<file path="src/sv/xtea_encrypt_with_signature_check_top_macros.svh">
// assertion macros for the xtea block with signature check
// used by the top level only; expects clk and rst_n in scope
`ifndef XTEA_ENCRYPT_WITH_SIGNATURE_CHECK_TOP_MACROS_SVH
`define XTEA_ENCRYPT_WITH_SIGNATURE_CHECK_TOP_MACROS_SVH

// consequent must hold in the same cycle as the antecedent
`define XESC_ASSERT_SAME(lbl, ante, cons, msg) \
  lbl: assert property (@(posedge clk) disable iff (!rst_n) (ante) |-> (cons)) \
    else $error(msg);

// consequent must hold in the cycle after the antecedent
`define XESC_ASSERT_NEXT(lbl, ante, cons, msg) \
  lbl: assert property (@(posedge clk) disable iff (!rst_n) (ante) |=> (cons)) \
    else $error(msg);

`endif

</file>
<file path="src/sv/xesc_pkg.sv">
// shared types, constants and the round mixing function of the xtea block
// no dependencies

package xesc_pkg;

  localparam int WORD_W          = 32;
  localparam int KEY_CNT         = 4;
  localparam int KEY_IDX_W       = 2;
  localparam int ROUND_COUNT_DEF = 32;
  localparam int CHECK_ROUND     = 8;

  localparam logic [WORD_W-1:0] XTEA_DELTA = 32'h9E37_79B9;

  // key register values after reset
  localparam logic [WORD_W-1:0] KEY_RESET [KEY_CNT] = '{
    32'h0011_2233, 32'h4455_6677, 32'h8899_AABB, 32'hCCDD_EEFF
  };

  // controller to datapath commands
  typedef struct packed {
    logic load;      // capture the item, clear sum and flag
    logic step;      // run one round
    logic set_fail;  // flag a signature mismatch
    logic emit;      // move the words into the result register
  } cmd_t;

  // datapath to controller status
  typedef struct packed {
    logic mismatch;  // round result differs from the signatures
  } status_t;

  // shift-xor-add mix of one word
  function automatic logic [WORD_W-1:0] mix(input logic [WORD_W-1:0] w);
    mix = ((w << 4) ^ (w >> 5)) + w;
  endfunction

endpackage

</file>
<file path="src/sv/xesc_if.sv">
// valid/ready channel interfaces for items in and results out
// depends on xesc_pkg

interface xesc_in_if import xesc_pkg::*; ();
  logic              valid;
  logic              ready;
  logic [WORD_W-1:0] first_word;
  logic [WORD_W-1:0] second_word;
  logic [WORD_W-1:0] first_signature;
  logic [WORD_W-1:0] second_signature;

  modport source (output valid, first_word, second_word, first_signature,
                  second_signature, input ready);
  modport sink (input valid, first_word, second_word, first_signature,
                second_signature, output ready);
endinterface

interface xesc_out_if import xesc_pkg::*; ();
  logic              valid;
  logic              ready;
  logic [WORD_W-1:0] out_first_word;
  logic [WORD_W-1:0] out_second_word;
  logic              signature_failed;

  modport source (output valid, out_first_word, out_second_word, signature_failed,
                  input ready);
  modport sink (input valid, out_first_word, out_second_word, signature_failed,
                output ready);
endinterface

</file>
<file path="src/sv/xesc_dp.sv">
// datapath: key registers, round unit, signature compare and result register
// depends on xesc_pkg

module xesc_dp import xesc_pkg::*; (
  input  logic                 clk,
  input  logic                 rst_n,
  input  logic                 cfg_we,
  input  logic [KEY_IDX_W-1:0] cfg_index,
  input  logic [WORD_W-1:0]    cfg_data,
  input  logic [WORD_W-1:0]    in_first_word,
  input  logic [WORD_W-1:0]    in_second_word,
  input  logic [WORD_W-1:0]    in_first_signature,
  input  logic [WORD_W-1:0]    in_second_signature,
  input  cmd_t                 cmd,
  output status_t              st,
  output logic [WORD_W-1:0]    res_first_word,
  output logic [WORD_W-1:0]    res_second_word,
  output logic                 res_failed
);

  logic [WORD_W-1:0] key_r [KEY_CNT];
  logic [WORD_W-1:0] a_r, a_nxt;
  logic [WORD_W-1:0] b_r, b_nxt;
  logic [WORD_W-1:0] sum_r, sum_nxt;
  logic [WORD_W-1:0] sig_a_r, sig_a_nxt;
  logic [WORD_W-1:0] sig_b_r, sig_b_nxt;
  logic              fail_r, fail_nxt;
  logic [WORD_W-1:0] res_a_r, res_a_nxt;
  logic [WORD_W-1:0] res_b_r, res_b_nxt;
  logic              res_fail_r, res_fail_nxt;
  logic [WORD_W-1:0] a_rnd, b_rnd, sum_rnd;

  // key registers; the user must write them only while idle, the block does not enforce it
  always_ff @(posedge clk) begin
    if (!rst_n) begin
      for (int i = 0; i < KEY_CNT; i++) key_r[i] <= KEY_RESET[i];
    end else if (cfg_we) begin
      key_r[cfg_index] <= cfg_data;
    end
  end

  // one full encipher round
  always_comb begin
    sum_rnd = sum_r + XTEA_DELTA;
    a_rnd   = a_r + (mix(b_r) ^ (sum_r + key_r[sum_r[KEY_IDX_W-1:0]]));
    b_rnd   = b_r + (mix(a_rnd) ^ (sum_rnd + key_r[sum_rnd[12:11]]));
  end

  assign st.mismatch = (a_rnd != sig_a_r) || (b_rnd != sig_b_r);

  // working words, signatures, sum and flag
  always_comb begin
    a_nxt     = a_r;
    b_nxt     = b_r;
    sum_nxt   = sum_r;
    sig_a_nxt = sig_a_r;
    sig_b_nxt = sig_b_r;
    fail_nxt  = fail_r;
    if (cmd.load) begin
      a_nxt     = in_first_word;
      b_nxt     = in_second_word;
      sig_a_nxt = in_first_signature;
      sig_b_nxt = in_second_signature;
      sum_nxt   = '0;
      fail_nxt  = 1'b0;
    end else if (cmd.step) begin
      a_nxt   = a_rnd;
      b_nxt   = b_rnd;
      sum_nxt = sum_rnd;
      if (cmd.set_fail) fail_nxt = 1'b1;
    end
  end

  // result register
  always_comb begin
    res_a_nxt    = res_a_r;
    res_b_nxt    = res_b_r;
    res_fail_nxt = res_fail_r;
    if (cmd.emit) begin
      res_a_nxt    = a_r;
      res_b_nxt    = b_r;
      res_fail_nxt = fail_r;
    end
  end

  always_ff @(posedge clk) begin
    a_r        <= a_nxt;
    b_r        <= b_nxt;
    sum_r      <= sum_nxt;
    sig_a_r    <= sig_a_nxt;
    sig_b_r    <= sig_b_nxt;
    fail_r     <= fail_nxt;
    res_a_r    <= res_a_nxt;
    res_b_r    <= res_b_nxt;
    res_fail_r <= res_fail_nxt;
  end

  assign res_first_word  = res_a_r;
  assign res_second_word = res_b_r;
  assign res_failed      = res_fail_r;

endmodule

</file>
<file path="src/sv/xesc_ctrl.sv">
// controller: item handshake, round counter, early stop and result valid
// depends on xesc_pkg

module xesc_ctrl import xesc_pkg::*; #(
  parameter int ROUND_COUNT = ROUND_COUNT_DEF
) (
  input  logic    clk,
  input  logic    rst_n,
  input  logic    in_valid,
  output logic    in_ready,
  output logic    out_valid,
  input  logic    out_ready,
  input  status_t st,
  output cmd_t    cmd
);

  localparam int CNT_W = $clog2(ROUND_COUNT);
  localparam logic [CNT_W-1:0] LAST_RND  = CNT_W'(ROUND_COUNT - 1);
  localparam logic [CNT_W-1:0] CHECK_RND = CNT_W'(CHECK_ROUND - 1);

  localparam logic [1:0] S_IDLE = 2'd0;
  localparam logic [1:0] S_RUN  = 2'd1;
  localparam logic [1:0] S_FIN  = 2'd2;

  logic [1:0]       state_r, state_nxt;
  logic [CNT_W-1:0] cnt_r, cnt_nxt;
  logic             out_valid_r, out_valid_nxt;

  // sequencing
  always_comb begin
    state_nxt = state_r;
    cnt_nxt   = cnt_r;
    cmd       = '0;
    in_ready  = 1'b0;
    case (state_r)
      S_IDLE: begin
        in_ready = 1'b1;
        if (in_valid) begin
          cmd.load  = 1'b1;
          cnt_nxt   = '0;
          state_nxt = S_RUN;
        end
      end
      S_RUN: begin
        cmd.step = 1'b1;
        cnt_nxt  = cnt_r + CNT_W'(1);
        if (cnt_r == CHECK_RND && st.mismatch) begin
          cmd.set_fail = 1'b1;
          state_nxt    = S_FIN;
        end else if (cnt_r == LAST_RND) begin
          state_nxt = S_FIN;
        end
      end
      S_FIN: begin
        if (!out_valid_r || out_ready) begin
          cmd.emit  = 1'b1;
          state_nxt = S_IDLE;
        end
      end
      default: state_nxt = S_IDLE;
    endcase
  end

  // result valid, held until taken
  assign out_valid_nxt = cmd.emit | (out_valid_r & ~out_ready);

  always_ff @(posedge clk) begin
    if (!rst_n) begin
      state_r     <= S_IDLE;
      cnt_r       <= '0;
      out_valid_r <= 1'b0;
    end else begin
      state_r     <= state_nxt;
      cnt_r       <= cnt_nxt;
      out_valid_r <= out_valid_nxt;
    end
  end

  assign out_valid = out_valid_r;

endmodule

</file>
<file path="src/sv/xtea_encrypt_with_signature_check_top.sv">
// xtea encipher with an early signature check after the eighth round
// in_ch takes one item: two block words and two signature words.
// out_ch gives one item per input: both words and the signature_failed flag.
// cfg_we/cfg_index/cfg_data write the four key words, index 0 to 3; the user
// must write them only while the block is idle, which the block does not
// enforce; reset loads the default key.
// one round is done per cycle by a single round unit; an item runs all
// ROUND_COUNT rounds (32 by default), or stops after round eight when the
// round-eight words do not match the signatures.
// one item is worked at a time: in_ch.ready is high only while the block is
// idle, so no new item is taken until the last one has been moved into the
// output register.
// the result sits in an output register; a new item may be taken while it
// waits. if the receiver stalls, the next finished item waits in the round
// unit until the register frees, and no new item is taken meanwhile.
// synchronous reset drops out_ch.valid and returns the block to idle.
// depends on xesc_pkg, xesc_if, xesc_ctrl, xesc_dp and the macros header

`include "xtea_encrypt_with_signature_check_top_macros.svh"

module xtea_encrypt_with_signature_check_top import xesc_pkg::*; #(
  parameter int ROUND_COUNT = ROUND_COUNT_DEF
) (
  input  logic                 clk,
  input  logic                 rst_n,
  xesc_in_if.sink              in_ch,
  xesc_out_if.source           out_ch,
  input  logic                 cfg_we,
  input  logic [KEY_IDX_W-1:0] cfg_index,
  input  logic [WORD_W-1:0]    cfg_data
);

  cmd_t    cmd;
  status_t st;

  // sequencing
  xesc_ctrl #(
    .ROUND_COUNT(ROUND_COUNT)
  ) u_ctrl (
    .clk       (clk),
    .rst_n     (rst_n),
    .in_valid  (in_ch.valid),
    .in_ready  (in_ch.ready),
    .out_valid (out_ch.valid),
    .out_ready (out_ch.ready),
    .st        (st),
    .cmd       (cmd)
  );

  // rounds, keys and result register
  xesc_dp u_dp (
    .clk                 (clk),
    .rst_n               (rst_n),
    .cfg_we              (cfg_we),
    .cfg_index           (cfg_index),
    .cfg_data            (cfg_data),
    .in_first_word       (in_ch.first_word),
    .in_second_word      (in_ch.second_word),
    .in_first_signature  (in_ch.first_signature),
    .in_second_signature (in_ch.second_signature),
    .cmd                 (cmd),
    .st                  (st),
    .res_first_word      (out_ch.out_first_word),
    .res_second_word     (out_ch.out_second_word),
    .res_failed          (out_ch.signature_failed)
  );

  // checks
  `XESC_ASSERT_NEXT(a_busy_after_accept, in_ch.valid && in_ch.ready, !in_ch.ready, "double accept")
  `XESC_ASSERT_SAME(a_emit_no_overwrite, cmd.emit, !out_ch.valid || out_ch.ready, "lost result")
  `XESC_ASSERT_SAME(a_fail_only_on_round, cmd.set_fail, cmd.step && st.mismatch, "stray fail flag")

endmodule

</file>
<file path="src/flat_wrapper.sv">
// flat-port wrapper written by rule: the top's interface ports become plain ports
module xtea_encrypt_with_signature_check_top_flat import xesc_pkg::*;
#(
  parameter int ROUND_COUNT = ROUND_COUNT_DEF
)
  (clk, rst_n, cfg_we, cfg_index, cfg_data, in_ch_valid, in_ch_first_word, in_ch_second_word, in_ch_first_signature, in_ch_second_signature, in_ch_ready, out_ch_valid, out_ch_out_first_word, out_ch_out_second_word, out_ch_signature_failed, out_ch_ready);
  xesc_in_if in_ch_i ();
  xesc_out_if out_ch_i ();
  input  logic clk;
  input  logic rst_n;
  input  logic cfg_we;
  input  logic [KEY_IDX_W-1:0] cfg_index;
  input  logic [WORD_W-1:0] cfg_data;
  input wire logic [$bits(in_ch_i.valid)-1:0] in_ch_valid;
  input wire logic [$bits(in_ch_i.first_word)-1:0] in_ch_first_word;
  input wire logic [$bits(in_ch_i.second_word)-1:0] in_ch_second_word;
  input wire logic [$bits(in_ch_i.first_signature)-1:0] in_ch_first_signature;
  input wire logic [$bits(in_ch_i.second_signature)-1:0] in_ch_second_signature;
  output wire logic [$bits(in_ch_i.ready)-1:0] in_ch_ready;
  output wire logic [$bits(out_ch_i.valid)-1:0] out_ch_valid;
  output wire logic [$bits(out_ch_i.out_first_word)-1:0] out_ch_out_first_word;
  output wire logic [$bits(out_ch_i.out_second_word)-1:0] out_ch_out_second_word;
  output wire logic [$bits(out_ch_i.signature_failed)-1:0] out_ch_signature_failed;
  input wire logic [$bits(out_ch_i.ready)-1:0] out_ch_ready;
  assign in_ch_i.valid = in_ch_valid;
  assign in_ch_i.first_word = in_ch_first_word;
  assign in_ch_i.second_word = in_ch_second_word;
  assign in_ch_i.first_signature = in_ch_first_signature;
  assign in_ch_i.second_signature = in_ch_second_signature;
  assign in_ch_ready = in_ch_i.ready;
  assign out_ch_valid = out_ch_i.valid;
  assign out_ch_out_first_word = out_ch_i.out_first_word;
  assign out_ch_out_second_word = out_ch_i.out_second_word;
  assign out_ch_signature_failed = out_ch_i.signature_failed;
  assign out_ch_i.ready = out_ch_ready;
  xtea_encrypt_with_signature_check_top #(.ROUND_COUNT(ROUND_COUNT)) u_core (.clk(clk), .rst_n(rst_n), .in_ch(in_ch_i), .out_ch(out_ch_i), .cfg_we(cfg_we), .cfg_index(cfg_index), .cfg_data(cfg_data));
endmodule
</file>
<file path="config.mk">
export PLATFORM = sky130hd
export DESIGN_NAME = xtea_encrypt_with_signature_check_top_flat
export DESIGN_NICKNAME = d
export VERILOG_FILES = /design/src/sv/xesc_pkg.sv /design/src/sv/xesc_if.sv /design/src/sv/xesc_dp.sv /design/src/sv/xesc_ctrl.sv /design/src/sv/xtea_encrypt_with_signature_check_top.sv /design/src/flat_wrapper.sv
export VERILOG_INCLUDE_DIRS = /design/src /design/src/sv
export SDC_FILE = /design/constraint.sdc
export NUM_CORES = 1
export LEC_CHECK = 0
export BUFFER_PORTS_ARGS = -buffer_cell sky130_fd_sc_hd__buf_2
export CORE_MARGIN = 1.5
export CORE_UTILIZATION = 30
export CTS_CLUSTER_SIZE = 30
export DETAILED_ROUTE_END_ITERATION = 10
export PLACE_DENSITY = 0.5
export SETUP_SLACK_MARGIN = 0.15
export SLEW_MARGIN = 20
export SYNTH_ARGS = -nofsm -noshare
export SYNTH_HDL_FRONTEND = slang
export SYNTH_SLANG_ARGS = --single-unit
</file>
<file path="constraint.sdc">
create_clock -name clk -period 22.8 [get_ports clk]
set_clock_uncertainty 0.05 [all_clocks]
set_input_delay 4.56 -clock clk [delete_from_list [all_inputs] [get_ports clk]]
set_output_delay 4.56 -clock clk [all_outputs]
set_load 0.05 [all_outputs]
</file>
==> results.json <==
{
  "drt_iter0_markers": 1425,
  "grt_pass1_wl_mm": 138,
  "clk_pin_slew_worst_paths_ns": 0.06,
  "hpwl_mm": 72.4,
  "antenna_found_initial": 9,
  "syn_avg_cell_area_um2": 9.76,
  "crit_path_top_delay_cell": "a2111oi_1",
  "hold_path_class": "reg2reg",
  "clk_latency_ns": 0.59,
  "design_area_um2": 31300,
  "worstSetupEndpointType": "flip-flop",
  "viasPerCell": 5.20,
  "cts_root_buf": "clkbuf_16",
  "outcome": "completed",
  "grt_pass1_vias": 21800,
  "routedWlPerCell_um": 22.0,
  "clk_path_buf_depth": 3,
  "place.gp.congestion": 0.904,
  "drive_above_1_share": 0.146,
  "clock-sinks": 364,
  "fmax_ghz": 0.0726,
  "fin_crit_sh": 0.605,
  "maxSlewHeadroom": 0.101,
  "max_stage_delay_ns": 1.04,
  "cts_setup_buffers": 0,
  "portBuffers": 233,
  "grt_use_total": 0.195,
  "ys_ff_latch": 364,
  "vias": 22000,
  "ctsHtreeMaxLevel": 2,
  "dr.pass1.iters": 5,
  "die_area_um2": 93200,
  "final_common_cell": "edfxtp_1",
  "rows": 110,
  "post-place-cells": 4141,
  "path_class": "reg2reg",
  "tightest_slew_ns": 1.33,
  "synth_fp_nets": 3179,
  "post_cts_resized": 0,
  "cts_tree": "yes",
  "start_kind": "flip-flop",
  "setup_viol": 0,
  "rsz0062_at_grt": "false",
  "cp.required_ns": 23.22,
  "path_max_fanout": 32,
  "syn_inst": 2809,
  "syn_to_final_growth_pct": 14.3,
  "final_cell_count_no_fill": 4224,
  "fp.dieW_um": 305,
  "cap_violations": 0,
  "crit_top_cell": "o21ai_0",
  "grt_overflow": 0,
  "drtAntennaViolNets": 0,
  "grt_max_degree": 64,
  "final_cell_mix": "edfxtp_1 (321), nand2_1 (300), buf_2 (233), xnor2_1 (222), ha_1 (197)",
  "wl_mm": 93.0,
  "fin_nets": 3382,
  "cp.arrival_ns": 14.20,
  "drc": 0,
  "holdBufCountCts": 0,
  "core_um2": 90300,
  "die_h_um": 305,
  "ys_async_sr_fraction": 0,
  "critical_path.top_delay_family": "compound AO/OA/AOI/OAI gates",
  "slew_violations": 0,
  "yosysWarnings": 0,
  "period_minus_slack_ns": 13.78,
  "start_util": 0.304,
  "place_ws_ns": 9.09,
  "ios": 234,
  "place_area_um2": 29900,
  "timing.final.ws_setup_ns": 9.02,
  "ys_seq_area_frac": 0.383,
  "final-hold-violation-count": 0,
  "synth_edf_count": 321,
  "fin_setup_tns_ns": 0,
  "synth_ff_type": "edfxtp_1",
  "synth_cell_types": 94,
  "critPathBufInv": 3,
  "syn_area_um2": 27400,
  "numCtsBuffers": 45
}
## metal layers
| layer | vias to the layer above | GRT usage | part of all wire |
|---|---|---|---|
| met5 | - | 0 | 0.00089 |
| met1 | 10500 | 0.258 | 0.45 |
| met3 | 134 | 0.0273 | 0.047 |
| met4 | 14 | 0.0567 | 0.030 |
| li1 | 10800 | - | - |
| met2 | 532 | 0.329 | 0.47 |
## cells in the mapped netlist, drive strengths merged (10+ instances only)
library cell,count,share of area
buf,27,0.0057
or3,13,0.0030
dfxtp,43,0.031
xor2,127,0.041
edfxtp,321,0.35
o21ai,145,0.027
o21a,21,0.0057
a21oi,198,0.037
nand3,63,0.012
a21o,95,0.026
a211o,13,0.0042
nor3,56,0.010
and3,31,0.0073
xnor2,228,0.074
inv,65,0.0089
a31oi,52,0.013
nor2b,26,0.0059
and2,101,0.023
nand4,30,0.0068
clkbuf,81,0.011
a2111oi,17,0.0070
o211ai,17,0.0047
ha,197,0.090
or2,31,0.0071
nand2,303,0.042
o21bai,19,0.0052
nand2b,78,0.018
a211oi,48,0.014
nor2,153,0.021
o31ai,19,0.0052
mux4,32,0.026
a21boi,11,0.0030
nor3b,10,0.0027
## path summary, 6_finish.rpt
path / from / end / slack [ns] / depth (start not counted)
worst max-delay path: flip-flop / u_core.u_ctrl.state_r[1] / 9.02 / 46
worst min-delay path: u_core.u_dp.fail_r / u_core.u_dp.res_failed / 0.41 / 0
worst max register to register: flip-flop / u_core.u_ctrl.state_r[1] / 9.02 / 46
worst min register to register: u_core.u_dp.fail_r / u_core.u_dp.res_failed / 0.41 / 0
## flip-flops by register name, summed over array words and instances (netlist names), named ones only
register,count
u_core.u_dp.key_r,128
u_core.u_dp.res_second_word,32
u_core.u_dp.b_r,32
u_core.u_dp.res_failed,1
u_core.u_dp.sum_r,32
u_core.u_ctrl.cnt_r,5
u_core.u_dp.sig_a_r,32
u_core.u_ctrl.out_valid,1
u_core.u_dp.a_r,32
u_core.u_dp.fail_r,1
u_core.u_dp.sig_b_r,32
u_core.u_ctrl.state_r,2
u_core.u_dp.res_first_word,32
## cells by family (layout without fill, tap and decap cells)
family          after synthesis  count (layout)  share of synthesized area
fa+ha+maj                   203             203                     0.0943
other cells                   0               2                          0
buf+inv                     173             410                     0.0257
flops                       364             364                      0.383
xor+xnor                    363             363                      0.121
simple gates                938             938                      0.171
mux                          41              41                     0.0296
compound gates              727             727                      0.175
## through the flow
stage	util	hold slack, ns
floorplan	-	0.358
global placement	0.331	0.398
detailed placement	0.331	0.390
CTS	0.347	0.426
global route	0.347	0.433
finish	0.347	0.409
## cell type report
type | instances | area [µm²]
diodes | 2 | 5.00
well taps | 1176 | 1470
inverters | 65 | 248
multi-input cells | 2272 | 16300
clock buffers | 53 | 1200
flip-flops and latches | 364 | 10500
fillers | 9264 | 59000
clock inverters | 28 | 231
repair buffers | 264 | 1400
Power is left out: the tool's default activity adds up to more than one toggle a clock period on the data nets, which glitch-free logic cannot reach.
